`config.mk`:
```
export PLATFORM = sky130hd
export DESIGN_NAME = flash_byte_program_sequencer_top
export DESIGN_NICKNAME = d
export VERILOG_FILES = /design/src/sv/fbp_pkg.sv /design/src/sv/fbp_front.sv /design/src/sv/fbp_queue.sv /design/src/sv/fbp_back.sv /design/src/sv/flash_byte_program_sequencer_top.sv
export SDC_FILE = /design/constraint.sdc
export NUM_CORES = 1
export LEC_CHECK = 0
export ABC_AREA = 1
export BUFFER_PORTS_ARGS = -buffer_cell sky130_fd_sc_hd__clkbuf_2
export CAP_MARGIN = 40
export CORE_MARGIN = 1
export CORE_UTILIZATION = 45
export CTS_BUF_LIST = sky130_fd_sc_hd__clkbuf_16
export CTS_CLUSTER_SIZE = 8
export DETAILED_ROUTE_END_ITERATION = 12
export PLACE_DENSITY = 0.66
export SLEW_MARGIN = 20
export SYNTH_ARGS = -nofsm -noshare
export SYNTH_HDL_FRONTEND = slang
export SYNTH_HIERARCHICAL = 1
export SYNTH_SLANG_ARGS = --single-unit
```
`constraint.sdc`:
```
create_clock -name clock -period 3.1 [get_ports clock]
set_input_delay 0.155 -clock clock [delete_from_list [all_inputs] [get_ports clock]]
set_output_delay 0.155 -clock clock [all_outputs]
set_load 0.1 [all_outputs]
```
`src/sv/fbp_pkg.sv`:
```
// Shared types and constants for the flash byte program sequencer.
// Holds the request/response payload structs, phase and job encodings.
// No dependencies.
package fbp_pkg;

   // Width of the address fields on both channels
   localparam int FIELD_ADDR_BITS = 20;

   // Depth of the queue between the front and back ends
   localparam int QUEUE_DEPTH = 2;

   // Number of responses a program request produces
   localparam int PROGRAM_RESULTS = 5;

   // Request commands
   localparam logic CMD_PROGRAM   = 1'b0;
   localparam logic CMD_READ_DATA = 1'b1;

   // Response actions
   localparam logic [1:0] ACT_WRITE  = 2'd0;
   localparam logic [1:0] ACT_READ   = 2'd1;
   localparam logic [1:0] ACT_DONE   = 2'd2;
   localparam logic [1:0] ACT_REJECT = 2'd3;

   // Unlock and command-setup bus cycles
   localparam logic [FIELD_ADDR_BITS-1:0] UNLOCK_ADDR_A = 20'h05555;
   localparam logic [FIELD_ADDR_BITS-1:0] UNLOCK_ADDR_B = 20'h02AAA;
   localparam logic [7:0] UNLOCK_DATA_A      = 8'hAA;
   localparam logic [7:0] UNLOCK_DATA_B      = 8'h55;
   localparam logic [7:0] PROGRAM_SETUP_DATA = 8'hA0;

   typedef struct packed {
      logic                       command;
      logic [FIELD_ADDR_BITS-1:0] flash_address;
      logic [7:0]                 data_byte;
   } req_type;

   typedef struct packed {
      logic [1:0]                 action;
      logic [FIELD_ADDR_BITS-1:0] bus_address;
      logic [7:0]                 bus_data;
      logic                       last;
   } rsp_type;

   typedef enum logic [2:0] {
      PH_IDLE           = 3'd0,
      PH_POLL_FIRST     = 3'd1,
      PH_POLL_SECOND    = 3'd2,
      PH_CONFIRM_FIRST  = 3'd3,
      PH_CONFIRM_SECOND = 3'd4
   } phase_type;

   typedef enum logic [1:0] {
      JOB_PROGRAM = 2'd0,
      JOB_READ    = 2'd1,
      JOB_DONE    = 2'd2,
      JOB_REJECT  = 2'd3
   } job_kind_type;

   typedef struct packed {
      job_kind_type               kind;
      logic [FIELD_ADDR_BITS-1:0] address;
      logic [7:0]                 data;
   } job_type;

endpackage

```
`src/sv/fbp_front.sv`:
```
// Front end: accepts requests, tracks the toggle-poll phase and classifies
// each request into a job for the back end.
// Depends on fbp_pkg.
module fbp_front #(
   parameter int ADDR_WIDTH = 20
) (
   input  logic            clock,
   input  logic            reset,
   input  logic            req_valid,
   output logic            req_ready,
   input  fbp_pkg::req_type req_payload,
   output logic            job_valid,
   input  logic            job_ready,
   output fbp_pkg::job_type job
);
   import fbp_pkg::*;

   // Keep the low ADDR_WIDTH bits, capped at the field width
   localparam int KEEP_BITS = (ADDR_WIDTH < FIELD_ADDR_BITS) ? ADDR_WIDTH : FIELD_ADDR_BITS;
   localparam logic [FIELD_ADDR_BITS-1:0] ADDR_MASK =
      FIELD_ADDR_BITS'((64'd1 << KEEP_BITS) - 64'd1);

   phase_type                  phase_ff, phase_in;
   logic [FIELD_ADDR_BITS-1:0] target_ff, target_in;
   logic [7:0]                 first_ff, first_in;
   logic                       accept;
   logic                       idle;
   logic                       match;

   assign req_ready = job_ready;
   assign job_valid = req_valid;
   assign accept    = req_valid && req_ready;
   assign match     = (first_ff == req_payload.data_byte);

   // Hold phase and poll state
   always_ff @(posedge clock) begin
      if (reset) begin
         phase_ff  <= PH_IDLE;
         target_ff <= '0;
         first_ff  <= '0;
      end else begin
         phase_ff  <= phase_in;
         target_ff <= target_in;
         first_ff  <= first_in;
      end
   end

   // Classify the request and advance the phase on accept
   always_comb begin
      phase_in    = phase_ff;
      target_in   = target_ff;
      first_in    = first_ff;
      job.kind    = JOB_REJECT;
      job.address = '0;
      job.data    = '0;
      idle        = 1'b0;

      unique case (phase_ff) inside
         PH_POLL_FIRST, PH_POLL_SECOND, PH_CONFIRM_FIRST, PH_CONFIRM_SECOND: idle = 1'b0;
         default: idle = 1'b1;
      endcase

      if (req_payload.command == CMD_PROGRAM) begin
         if (idle) begin
            job.kind    = JOB_PROGRAM;
            job.address = req_payload.flash_address & ADDR_MASK;
            job.data    = req_payload.data_byte;
            if (accept) begin
               target_in = req_payload.flash_address & ADDR_MASK;
               phase_in  = PH_POLL_FIRST;
            end
         end
      end else if (!idle) begin
         job.kind    = JOB_READ;
         job.address = target_ff;
         unique case (phase_ff)
            PH_POLL_FIRST: begin
               if (accept) begin
                  first_in = req_payload.data_byte;
                  phase_in = PH_POLL_SECOND;
               end
            end
            PH_POLL_SECOND: begin
               if (accept) phase_in = match ? PH_CONFIRM_FIRST : PH_POLL_FIRST;
            end
            PH_CONFIRM_FIRST: begin
               if (accept) begin
                  first_in = req_payload.data_byte;
                  phase_in = PH_CONFIRM_SECOND;
               end
            end
            default: begin
               if (match) job.kind = JOB_DONE;
               if (accept) phase_in = match ? PH_IDLE : PH_POLL_FIRST;
            end
         endcase
      end
   end

   // A program accepted while idle always enters polling
   a_program_starts_poll: assert property (@(posedge clock) disable iff (reset)
      accept && req_payload.command == CMD_PROGRAM && idle |=> phase_ff == PH_POLL_FIRST)
      else $error("program request did not start polling");

   // A rejected request leaves the phase untouched
   a_reject_holds_phase: assert property (@(posedge clock) disable iff (reset)
      accept && job.kind == JOB_REJECT |=> phase_ff == $past(phase_ff))
      else $error("rejected request changed the phase");

endmodule

```
`src/sv/fbp_queue.sv`:
```
// Short job queue that decouples the front end from the back end.
// Depends on fbp_pkg.
module fbp_queue (
   input  logic            clock,
   input  logic            reset,
   input  logic            in_valid,
   output logic            in_ready,
   input  fbp_pkg::job_type in_job,
   output logic            out_valid,
   input  logic            out_ready,
   output fbp_pkg::job_type out_job
);
   import fbp_pkg::*;

   localparam int PTR_BITS   = (QUEUE_DEPTH > 1) ? $clog2(QUEUE_DEPTH) : 1;
   localparam int COUNT_BITS = $clog2(QUEUE_DEPTH + 1);
   localparam logic [COUNT_BITS-1:0] FULL_COUNT = COUNT_BITS'(QUEUE_DEPTH);
   localparam logic [PTR_BITS-1:0]   LAST_PTR   = PTR_BITS'(QUEUE_DEPTH - 1);

   job_type                entry_ff [QUEUE_DEPTH];
   logic [PTR_BITS-1:0]    wr_ptr_ff, wr_ptr_in;
   logic [PTR_BITS-1:0]    rd_ptr_ff, rd_ptr_in;
   logic [COUNT_BITS-1:0]  count_ff, count_in;
   logic                   push, pop;

   assign in_ready  = (count_ff != FULL_COUNT);
   assign out_valid = (count_ff != '0);
   assign out_job   = entry_ff[rd_ptr_ff];
   assign push      = in_valid && in_ready;
   assign pop       = out_valid && out_ready;

   // Advance pointers and count
   always_comb begin
      wr_ptr_in = wr_ptr_ff;
      rd_ptr_in = rd_ptr_ff;
      count_in  = count_ff;
      if (push) wr_ptr_in = (wr_ptr_ff == LAST_PTR) ? '0 : wr_ptr_ff + 1'b1;
      if (pop)  rd_ptr_in = (rd_ptr_ff == LAST_PTR) ? '0 : rd_ptr_ff + 1'b1;
      if (push && !pop)      count_in = count_ff + 1'b1;
      else if (pop && !push) count_in = count_ff - 1'b1;
   end

   always_ff @(posedge clock) begin
      if (reset) begin
         wr_ptr_ff <= '0;
         rd_ptr_ff <= '0;
         count_ff  <= '0;
      end else begin
         wr_ptr_ff <= wr_ptr_in;
         rd_ptr_ff <= rd_ptr_in;
         count_ff  <= count_in;
      end
   end

   // Store the pushed job
   always_ff @(posedge clock) begin
      if (push) entry_ff[wr_ptr_ff] <= in_job;
   end

   a_count_bound: assert property (@(posedge clock) disable iff (reset)
      count_ff <= FULL_COUNT)
      else $error("queue count beyond depth");

   a_push_only_grows: assert property (@(posedge clock) disable iff (reset)
      push && !pop |=> count_ff == $past(count_ff) + 1'b1)
      else $error("queue count did not grow on push");

   a_pointers_track_count: assert property (@(posedge clock) disable iff (reset)
      count_ff == '0 |-> wr_ptr_ff == rd_ptr_ff)
      else $error("empty queue with split pointers");

endmodule

```
`src/sv/fbp_back.sv`:
```
// Back end: expands each job into bus access responses, one per cycle
// while rsp_ready holds, through a registered response stage.
// Depends on fbp_pkg.
module fbp_back (
   input  logic            clock,
   input  logic            reset,
   input  logic            job_valid,
   output logic            job_ready,
   input  fbp_pkg::job_type job,
   output logic            rsp_valid,
   input  logic            rsp_ready,
   output fbp_pkg::rsp_type rsp_payload
);
   import fbp_pkg::*;

   localparam int STEP_BITS = $clog2(PROGRAM_RESULTS);
   localparam logic [STEP_BITS-1:0] STEP_UNLOCK_A = STEP_BITS'(0);
   localparam logic [STEP_BITS-1:0] STEP_UNLOCK_B = STEP_BITS'(1);
   localparam logic [STEP_BITS-1:0] STEP_SETUP    = STEP_BITS'(2);
   localparam logic [STEP_BITS-1:0] STEP_DATA     = STEP_BITS'(3);
   localparam logic [STEP_BITS-1:0] STEP_LAST     = STEP_BITS'(PROGRAM_RESULTS - 1);

   logic [STEP_BITS-1:0] step_ff, step_in;
   logic                 rsp_valid_ff, rsp_valid_in;
   rsp_type              rsp_ff, rsp_in;
   logic                 load;

   assign load      = job_valid && (!rsp_valid_ff || rsp_ready);
   assign job_ready = load && ((job.kind != JOB_PROGRAM) || (step_ff == STEP_LAST));
   assign rsp_valid   = rsp_valid_ff;
   assign rsp_payload = rsp_ff;

   // Build the response for the current job and step
   always_comb begin
      rsp_in.action      = ACT_REJECT;
      rsp_in.bus_address = '0;
      rsp_in.bus_data    = '0;
      rsp_in.last        = 1'b1;
      unique case (job.kind)
         JOB_PROGRAM: begin
            rsp_in.action = ACT_WRITE;
            rsp_in.last   = 1'b0;
            case (step_ff)
               STEP_UNLOCK_A: begin
                  rsp_in.bus_address = UNLOCK_ADDR_A;
                  rsp_in.bus_data    = UNLOCK_DATA_A;
               end
               STEP_UNLOCK_B: begin
                  rsp_in.bus_address = UNLOCK_ADDR_B;
                  rsp_in.bus_data    = UNLOCK_DATA_B;
               end
               STEP_SETUP: begin
                  rsp_in.bus_address = UNLOCK_ADDR_A;
                  rsp_in.bus_data    = PROGRAM_SETUP_DATA;
               end
               STEP_DATA: begin
                  rsp_in.bus_address = job.address;
                  rsp_in.bus_data    = job.data;
               end
               default: begin
                  rsp_in.action      = ACT_READ;
                  rsp_in.bus_address = job.address;
                  rsp_in.last        = 1'b1;
               end
            endcase
         end
         JOB_READ: begin
            rsp_in.action      = ACT_READ;
            rsp_in.bus_address = job.address;
         end
         JOB_DONE: begin
            rsp_in.action      = ACT_DONE;
            rsp_in.bus_address = job.address;
         end
         default: begin
            rsp_in.action = ACT_REJECT;
         end
      endcase
   end

   // Advance the step and the response valid
   always_comb begin
      step_in      = step_ff;
      rsp_valid_in = rsp_valid_ff && !rsp_ready;
      if (load) begin
         rsp_valid_in = 1'b1;
         step_in      = job_ready ? '0 : step_ff + 1'b1;
      end
   end

   always_ff @(posedge clock) begin
      if (reset) begin
         step_ff      <= '0;
         rsp_valid_ff <= 1'b0;
      end else begin
         step_ff      <= step_in;
         rsp_valid_ff <= rsp_valid_in;
      end
   end

   // Hold the response payload until taken
   always_ff @(posedge clock) begin
      if (load) rsp_ff <= rsp_in;
   end

   a_step_only_in_program: assert property (@(posedge clock) disable iff (reset)
      step_ff != '0 |-> job_valid && job.kind == JOB_PROGRAM)
      else $error("step counter active outside a program job");

   a_write_never_last: assert property (@(posedge clock) disable iff (reset)
      rsp_valid_ff && rsp_ff.action == ACT_WRITE |-> !rsp_ff.last)
      else $error("bus write marked as last response");

   a_single_rsp_last: assert property (@(posedge clock) disable iff (reset)
      rsp_valid_ff && (rsp_ff.action == ACT_DONE || rsp_ff.action == ACT_REJECT)
      |-> rsp_ff.last)
      else $error("done or reject response not marked last");

endmodule

```
`src/sv/flash_byte_program_sequencer_top.sv`:
```
// A program request yields five responses (two unlock writes, the setup
// write, the data write and the first poll read) and a read-data request
// yields one (the next poll read, program done, or a reject). The front end
// classifies and accepts a request every cycle while its two-entry job
// queue has room; the back end emits one response per cycle through a
// registered output stage while rsp_ready holds. Response throughput of
// the back end sets the rate.
// Depends on fbp_pkg, fbp_front, fbp_queue and fbp_back.
module flash_byte_program_sequencer_top #(
   parameter int ADDR_WIDTH = 20
) (
   input  logic             clock,
   input  logic             reset,
   input  logic             req_valid,
   output logic             req_ready,
   input  fbp_pkg::req_type req_payload,
   output logic             rsp_valid,
   input  logic             rsp_ready,
   output fbp_pkg::rsp_type rsp_payload
);
   import fbp_pkg::*;

   logic    fq_valid, fq_ready;
   job_type fq_job;
   logic    qb_valid, qb_ready;
   job_type qb_job;

   // Classify requests
   fbp_front #(.ADDR_WIDTH(ADDR_WIDTH)) u_front (
      .clock       (clock),
      .reset       (reset),
      .req_valid   (req_valid),
      .req_ready   (req_ready),
      .req_payload (req_payload),
      .job_valid   (fq_valid),
      .job_ready   (fq_ready),
      .job         (fq_job)
   );

   // Buffer jobs between the two sides
   fbp_queue u_queue (
      .clock     (clock),
      .reset     (reset),
      .in_valid  (fq_valid),
      .in_ready  (fq_ready),
      .in_job    (fq_job),
      .out_valid (qb_valid),
      .out_ready (qb_ready),
      .out_job   (qb_job)
   );

   // Expand jobs into bus responses
   fbp_back u_back (
      .clock       (clock),
      .reset       (reset),
      .job_valid   (qb_valid),
      .job_ready   (qb_ready),
      .job         (qb_job),
      .rsp_valid   (rsp_valid),
      .rsp_ready   (rsp_ready),
      .rsp_payload (rsp_payload)
   );

endmodule
```
# After elaboration in Yosys (flattened, before gate mapping)
# Memory sizes are Yosys's and may differ from the RTL's. A register that Yosys moved wholly into a read port is not among the register bits.
# Index checks and enable logic that the tools add are counted.
[op_classes] n_addsub=5 n_eq_ne=15 n_mux=33 bitwise=2 reduce_logical=28
[ops] cell="case mux 20 bit (2 select lines)" n=2
[ops] cell="2-to-1 mux 22 bit" n=2
[ops] cell="case mux 8 bit (4 select lines)" n=1
[ops] cell="2-to-1 mux 30 bit" n=1
[ops] cell="2-to-1 mux 3 bit" n=9
[ops] cell="equality test 3 x 2 -> 1 bit (second input constant)" n=4
[ops] cell="2-to-1 mux 1 bit" n=10
[ops] cell="2-to-1 mux 2 bit" n=5
[ops] cell="case mux 3 bit (3 select lines)" n=1
[ops] cell="equality test 8 bit" n=1
[ops] cell="2-to-1 mux 8 bit" n=1
[ops] cell="AND reduction 4 bit" n=2
[ops] cell="nonzero test 2 bit" n=4
[ops] cell="OR reduction 4 bit" n=2
[ops] cell="logical AND 1 bit" n=7
[ops] cell="equality test 3 x 1 -> 1 bit (second input constant)" n=2
[ops] cell="equality test 3 bit (second input constant)" n=2
[ops] cell="case mux 2 bit (3 select lines)" n=1
[ops] cell="OR reduction 2 bit" n=3
[ops] cell="logical NOT 1 bit" n=4
[ops] cell="!= test 2 x 1 -> 1 bit (second input constant)" n=2
[ops] cell="!= test 2 bit (second input constant)" n=2
[ops] cell="adder 3 x 1 -> 3 bit (second input constant)" n=1
[ops] cell="logical NOT 3 bit" n=1
[ops] cell="10 further kinds" n=13
[word_totals] regBits=70 ram_bits=60 inputBits=33 output_inout_bits=33 word_cells=96 mem_count=1
[memory_table] name="u_queue.entry_ff" words=2 width=30 rd=1 rd_clocked_by_memory_dff=1 write_ports=1 line="fbp_queue.sv:20" text="job_type entry_ff [QUEUE_DEPTH];"

# Logic depth before layout (Yosys ltp)
# Gate-level depths: netlist of the first run.
[logic_depth] ltp_word=8 ltp_mapped=16 ltp_nobuf=14

# Cells and area by module
# The synthesis of the first run kept the hierarchy.
[by_module_without_submodules] mod="fbp_queue" n_inst=1 cells_each=130 area_each_um2=2527.4 seq_area_each_um2=1901.8
[by_module_without_submodules] mod="fbp_back" n_inst=1 cells_each=206 area_each_um2=1898.1 seq_area_each_um2=1011.0
[by_module_without_submodules] mod="fbp_front" n_inst=1 cells_each=225 area_each_um2=1599.0 seq_area_each_um2=620.6

# Least setup slack after synthesis of the first run
# Ideal clock, no wire load.
[synth_timing] kind="flip-flop to flip-flop" startpoint="reg u_back.rsp_valid_ff, in the netlist u_back/rsp_valid" endpoint="reg u_back.rsp_ff, in the netlist u_back/rsp_payload[0] (enable)" setup_ns=0.434 arrival_ns=2.460 required_ns=2.666 setup_slack_ns=0.205 path_stages_with_launch=2 path_buffers=0 synth_period_minus_slack_ns=2.895 cell_sequence="dfxtp_1 > a21oi_1"
[synth_via] elab_chain_len=3
[synth_lines] element="start: declaration" line="fbp_back.sv:24" text="logic rsp_valid_ff, rsp_valid_in;"
[synth_lines] element="start signal: assignment" line="fbp_back.sv:97" text="rsp_valid_ff <= rsp_valid_in;"
[synth_lines] element="logical NOT 1 bit" line="fbp_back.sv:28" text="assign load = job_valid && (!rsp_valid_ff || rsp_ready);"
[synth_lines] element="logical OR 1 bit" line="fbp_back.sv:28"
[synth_lines] element="logical AND 1 bit" line="fbp_back.sv:28"
[synth_lines] element="named net u_back.load" line="fbp_back.sv:26" text="logic load;"
[synth_lines] element="end signal: assignment" line="fbp_back.sv:103" text="if (load) rsp_ff <= rsp_in;"
[synth_lines] element="end: declaration" line="fbp_back.sv:25" text="rsp_type rsp_ff, rsp_in;"
# The timed path passes the listed nets, and every way through them passes these cells.
# A chain may end at the register's enable or synchronous reset.

==> results of run 1 <==
-- routing by layer --
layer	part of all wire [%]	up-vias	track usage, %
li1	-	2037	-
met1	47	1845	22.0
met2	47	123	26.3
met3	4.9	17	4.60
met4	1.8	0	7.21
met5	0	-	0
-- what timing repair did --
action | in CTS | in global routing
setup buffers | 0 | 0
hold buffers | 3 | 0
endpoints found under the hold margin | 3 | 0
-- worst paths after layout --
kind | startpoint | endpoint | slack (ns) | cells past startpoint
worst max-delay path | flop | u_queue/count_ff[1]$_SDFFE_PP0P_ | 0.61 | 14
worst min-delay path | req_payload[25] | u_front/target_ff[17]$_SDFFE_PP0P_ | 0.01 | 3
worst max register to register | flop | u_queue/count_ff[1]$_SDFFE_PP0P_ | 0.61 | 14
worst min register to register | u_front/first_ff[5]$_SDFFE_PP0P_ | u_front/first_ff[5]$_SDFFE_PP0P_ | 0.48 | 2
-- registers in the layout (all words and copies together), names as in the netlist, named ones only --
name,count
u_front/target_ff,20
u_back/rsp_valid,1
u_queue/entry_ff,60
u_front/first_ff,8
u_back/rsp_payload,31
u_queue/rd_ptr_ff,1
u_queue/count_ff,2
u_queue/wr_ptr_ff,1
u_back/step_ff,3
u_front/phase_ff,3
-- critical path: cells and delay by family (launching register included) --
| family | cells | cell delay (ns) |
|---|---|---|
| buffers and inverters | 5 | 0.55 |
| flip-flops | 1 | 0.52 |
| adder cells (fa/ha/maj) | 2 | 0.41 |
| AND/OR/NAND/NOR | 5 | 0.39 |
| multiplexers | 1 | 0.36 |
| AO/OA/AOI/OAI | 1 | 0.19 |
-- cells in the final DEF (no fill, tap or decap), drive strengths merged --
master / n
edfxtp: 91
nand2: 89
nor2: 84
clkbuf: 82
inv: 55
a21oi: 42
dfxtp: 40
o21ai: 34
mux2: 30
a22o: 20
nand3b: 15
nand3: 10
ha: 9
a21boi: 7
buf: 6
clkinv: 6
bufinv: 5
xnor2: 5
dlygate4sd3: 3
clkinvlp: 2
or2: 2
nor3: 1
nand4: 1
-- layout make-up --
cell class                 count  area [um^2]  share of cell area [%]
inverter                      53          199                    2.79
clock inverter                15          214                    3.00
timing repair buffer          74          420                    5.89
clock buffer                  17          425                    5.96
tap                          172          215                    3.02
multi-input combinational    349         2130                    29.8
sequential                   131         3530                    49.5
-- kinds of logic (layout without fill, tap and decap cells) --
| group | count (synthesis) | count (layout) | synth area share [%] |
|---|---|---|---|
| compound gates | 103 | 103 | 10.2 |
| xor+xnor | 5 | 5 | 0.727 |
| fa+ha+maj | 9 | 9 | 1.87 |
| buf+inv | 81 | 159 | 6.31 |
| flops | 131 | 131 | 58.7 |
| mux | 30 | 30 | 7.48 |
| simple gates | 202 | 202 | 14.7 |
-- where the power goes --
group          leakage [nW]  internal, mW  switching, mW
Clock                 0.312          1.42          0.710
Sequential             1.21          2.46          0.157
Combinational          1.48         0.811           2.65
Total                  2.99          4.69           3.52
==> impl_metrics.tcl, run 1 <==
set metrics [dict create \
    period_share_pct 80.2 \
    synth_enable_flop_cells 91 \
    grt_pass1_wl_um 18400 \
    final_layout_size_suffix_gt1_share_pct 24.7 \
    yosysMostFrequentCell "sky130_fd_sc_hd__edfxtp_1" \
    grt_setup_unrepaired "false" \
    detailedRoute.firstPassIterationCount 8 \
    clkLatencyLatePin_ns 0.41 \
    worst-endpoint-arrival_ns 2.83 \
    standard_cell_area_after_detailed_placement_um2 6470 \
    timing.critical_path.cells "mux2_4 -> inv_1 -> ha_1 -> buf_4 -> inv_2 -> a21oi_2 -> nor2_1 -> nand2_1 -> ha_1 -> inv_1 -> nand3_1 -> nand2_1 -> inv_1 -> nor2_1" \
    final.min_clock_period_ns 2.49 \
    count_of_input_and_output_buffers 65 \
    p_per_area_nw_per_um2 1150 \
    place_ws_ns 0.686 \
    layout.nets 668 \
    initial_utilization_pct 47.0 \
    yosys-top-cells-area "sky130_fd_sc_hd__edfxtp_1 (45%), sky130_fd_sc_hd__dfxtp_1 (13%), sky130_fd_sc_hd__mux2_4 (7.5%)" \
    crit_path_end_kind "flop" \
    largest_vdd_supply_drop_mv 0.530 \
    clockBufferDepth 2 \
    drt-initial-drc-count 201 \
    die-area_um2 13900 \
    timing.final.setup_violations 0 \
    synth_area_um2 6020 \
    ant_nets 0 \
    synth_seq_area_share_pct 58.7 \
    worst_pin_slew_ns 0.798 \
    clock_pin_slew_reported_for_the_worst_setup_and_hold_paths_after_clock_tree_synthesis_ns 0.06 \
    grtUsageTotal_pct 16.8 \
    avgRoutedWirePerCell_um 13.5 \
    slew_violations 0 \
    finalHoldViolCount 0 \
    netlist_cell_types 33 \
    pin_count 66 \
    data_required_time_of_the_critical_path_ns 3.45 \
    critical_path_fanouts_max 18 \
    worst_slew_margin_rel_pct 46.7 \
    maximum_number_of_pins_on_one_net_before_global_route_repair 31 \
    drcViolationCount 0 \
    critPathMaxStageDelay_ns 0.52 \
    startpoint_type "flop" \
    synth_common_cells "sky130_fd_sc_hd__edfxtp_1 (91), sky130_fd_sc_hd__nand2_1 (83), sky130_fd_sc_hd__nor2_1 (82)" \
    clock_sink_total 131 \
    std_cell_rows 41 \
    detail_route.vias_per_cell 4.96 \
    layout.cell_area.non_filler_um2 7140 \
    antenna_cells 0 \
    synthDominantCellAreaShare_pct 45.4 \
    postRouteWirelength_um 11000 \
    detailed_place_hpwl_um 7650 \
    library_cell_with_the_largest_summed_area_after_synthesis "sky130_fd_sc_hd__edfxtp_1" \
    clock-skew-final_ns 0.00862 \
    root_buffer "sky130_fd_sc_hd__clkbuf_16" \
    static-leakage-power_nw 2.99 \
    timing.hold.ws_ns 0.0105 \
    total_vias_in_the_final_route 4022 \
    area_delta_synth_final_pct 18.4 \
    synth_nets 603 \
    htree_levels 4 \
    coreArea_um2 12800 \
    fillers 1093 \
    number_of_buffers_added_by_the_clock_tree_synthesis_step 17 \
    die_x_um 118 \
    postSynthRegisterBits 131 \
    timing.critical_path.mode_cell "sky130_fd_sc_hd__inv_1" \
    async_flop_share_pct 0 \
    critical-path-slowest-cell "sky130_fd_sc_hd__dfxtp_2" \
    synthFlopType "sky130_fd_sc_hd__edfxtp_1" \
    globalplace.congestion 0.763 \
    final_core_utilization_pct 55.6 \
    ys_warn_count 6 \
    timing.max_cap.violations 0 \
    fin_ws_ns 0.614 \
    avgSynthCellArea_um2 10.7 \
    antenna_found_initial 0 \
    fmax_mhz 402 \
    outcome "completed" \
    numPlacedInstances 776 \
    cts_tree "built" \
    setup.worst_path.class "flop to flop" \
    final-instance-count-excl-fill 811 \
    die_y_um 118 \
    gate_count_after_technology_mapping 561 \
    postCtsResizedCells 0 \
    worstHoldPathType "input pin to flop" \
    post-layout-total-power_mw 8.21 \
    first_global_vias 3875 \
    grt-ovfl-total 0 \
    setup_total_negative_slack_ns 0 \
]
Power figures use the tool's default switching activity.
==> run 2: changes to the inputs <==
--- a/config.mk
+++ b/config.mk
@@ -13,7 +13,7 @@
 export CTS_BUF_LIST = sky130_fd_sc_hd__clkbuf_16
 export CTS_CLUSTER_SIZE = 8
 export DETAILED_ROUTE_END_ITERATION = 12
-export PLACE_DENSITY = 0.66
+export PLACE_DENSITY = 0.68
 export SLEW_MARGIN = 20
 export SYNTH_ARGS = -nofsm -noshare
 export SYNTH_HDL_FRONTEND = slang
==> constraint.sdc (replaced) <==
create_clock -name clock -period 2.12 [get_ports clock]
set_input_delay 0.106 -clock clock [delete_from_list [all_inputs] [get_ports clock]]
set_output_delay 0.106 -clock clock [all_outputs]
set_load 0.1 [all_outputs]
==> run 2 against run 1 <==
Effect of this change: setup slack got worse by 0.45 ns; sequential share of layout area decreased by 1.4 points; worst hold slack improved by 0.012 ns; sequential power increased by 45%; critical path type unchanged; critical endpoint unchanged; largest cell class unchanged; highest routed layer unchanged.
==> impl_metrics.tcl, run 2 (synthesized netlist as in run 1, its figures left out) <==
set metrics [dict create \
    area_delta_synth_final_pct 22.0 \
    detailed_place_hpwl_um 7600 \
    timing.final.setup_violations 0 \
    period_share_pct 92.1 \
    grt-ovfl-total 0 \
    clkPwrFrac_pct 23.9 \
    grtUsageMet2_pct 27.6 \
    clockBufferDepth 2 \
    clock-skew-final_ns 0.00763 \
    data_required_time_of_the_critical_path_ns 2.47 \
    maximum_number_of_pins_on_one_net_before_global_route_repair 35 \
    p_seq_share_pct 32.4 \
    drt-initial-drc-count 293 \
    cts_tree "built" \
    fin_ws_ns 0.168 \
    root_buffer "sky130_fd_sc_hd__clkbuf_16" \
    finalHoldViolCount 0 \
    final_core_utilization_pct 57.3 \
    largest_vdd_supply_drop_mv 0.617 \
    final-instance-count-excl-fill 836 \
    coreArea_um2 12800 \
    std_cell_rows 41 \
    clock_pin_slew_reported_for_the_worst_setup_and_hold_paths_after_clock_tree_synthesis_ns 0.06 \
    slew_violations 0 \
    timing.critical_path.cells "mux2_4 -> inv_1 -> ha_2 -> inv_2 -> a21oi_4 -> nor2_2 -> nand2_2 -> ha_4 -> inv_2 -> nand3_1 -> nand2_1 -> inv_1 -> nor2_1" \
    grt_pass1_wl_um 18900 \
    crit_path_end_kind "flop" \
    count_of_input_and_output_buffers 65 \
    grt_setup_unrepaired "false" \
    met1_usage_pct 22.1 \
    static-leakage-power_nw 3.07 \
    setup_total_negative_slack_ns 0 \
    initial_utilization_pct 47.0 \
    worst_pin_slew_ns 0.635 \
    commonest_cells_after_routing_fill_and_taps_aside "sky130_fd_sc_hd__edfxtp_1 (91), sky130_fd_sc_hd__nand2_1 (82), sky130_fd_sc_hd__nor2_1 (79), sky130_fd_sc_hd__clkbuf_2 (65), sky130_fd_sc_hd__inv_1 (42)" \
    post-layout-total-power_mw 11.7 \
    detailedRoute.firstPassIterationCount 4 \
    pin_count 66 \
    final_common_cell "sky130_fd_sc_hd__edfxtp_1" \
    die-area_um2 13900 \
    critPathMaxStageDelay_ns 0.37 \
    clock_sink_total 131 \
    internal_power_mw 6.56 \
    numPlacedInstances 778 \
    setup.worst_path.class "flop to flop" \
    combPwrFrac_pct 43.7 \
    antenna_found_initial 0 \
    largest_register "u_queue/entry_ff" \
    worstHoldPathType "input pin to flop" \
    die_x_um 118 \
    antenna_cells 0 \
    drcViolationCount 0 \
    clkLatencyLatePin_ns 0.41 \
    number_of_buffers_added_by_the_clock_tree_synthesis_step 17 \
    final_layout_size_suffix_gt1_share_pct 25.0 \
    htree_levels 4 \
    p_per_area_nw_per_um2 1590 \
    ant_nets 0 \
    avgRoutedWirePerCell_um 13.7 \
    largest_reg_flops 60 \
    first_global_vias 3963 \
    final.min_clock_period_ns 1.95 \
    startpoint_type "flop" \
    gr-usage-met3_pct 4.02 \
    layout.nets 693 \
    grtUsageTotal_pct 17.3 \
    post-cts-setup-buffer-count 0 \
    worst-endpoint-arrival_ns 2.30 \
    timing.max_cap.violations 0 \
    total_vias_in_the_final_route 4148 \
    grt_busiest_layer "met2" \
    outcome "completed" \
    fmax_mhz 512 \
    detail_route.vias_per_cell 4.96 \
    switching_share_pct 44.0 \
    worst_slew_margin_rel_pct 57.6 \
    place_ws_ns 0.0892 \
    postRouteWirelength_um 11500 \
    netSwitchingPower_mw 5.16 \
    critical_path_fanouts_max 9 \
    critical-path-slowest-cell "sky130_fd_sc_hd__dfxtp_4" \
    die_y_um 118 \
    globalplace.congestion 0.774 \
]
## run 2: worst paths after layout
path | start | endpoint | slack (ns) | cells after the start
max | flop | u_queue/count_ff[1]$_SDFFE_PP0P_ | 0.17 | 13
min | reset | u_front/phase_ff[2]$_SDFFE_PP0P_ | 0.02 | 2
max reg2reg | flop | u_queue/count_ff[1]$_SDFFE_PP0P_ | 0.17 | 13
min reg2reg | u_front/first_ff[4]$_SDFFE_PP0P_ | u_front/first_ff[4]$_SDFFE_PP0P_ | 0.47 | 2
## run 2: repair_timing
action | in CTS | in global routing
hold buffers | 25 | 0
setup endpoints to repair | 0 | 1
endpoints found under the hold margin | 25 | 0
resized for setup | 0 | 5
## run 2: layout make-up
class                           instances  area [um^2]
Sequential cell                       131         3540
Multi-Input combinational cell        349         2150
Tap cell                              172          215
Clock inverter                         11         67.6
Clock buffer                           21          526
Timing Repair Buffer                   99          651
Fill cell                            1052         5480
Inverter                               53          199
## run 2: worst max-delay path, delay by kind of cell, from the launching register on
kind | cells | cell delay (ns)
adders and majority gates | 2 | 0.39
and+or+nand+nor | 5 | 0.37
muxes | 1 | 0.31
buffers and inverters | 4 | 0.26
AOI/OAI and AO/OA | 1 | 0.17
DFF | 1 | 0.37
## run 2: power groups by stage
stage                     clock network [mW]  logic, mW  registers, mW
after global routing                    2.95       5.42           3.87
after global placement                     0       4.97           3.83
after floorplan                            0       2.09           6.11
after detailed placement                   0       5.04           3.86
final                                   2.80       5.12           3.80
after CTS                               2.85       5.10           3.81
## run 2: per-layer routing
metal | vias up | routed length (um)
met5 | - | 0
met4 | 0 | 244
met3 | 26 | 585
met2 | 123 | 5420
met1 | 1915 | 5210
li1 | 2084 | -
## run 2: metrics by stage
stage / hold slack (ns) / area (um^2)
global placement: 0.367 / 6470
global route: 0.0335 / 7350
floorplan: 0.175 / 6060
CTS: 0.0140 / 7320
finish: 0.0225 / 7350
detailed placement: 0.373 / 6470
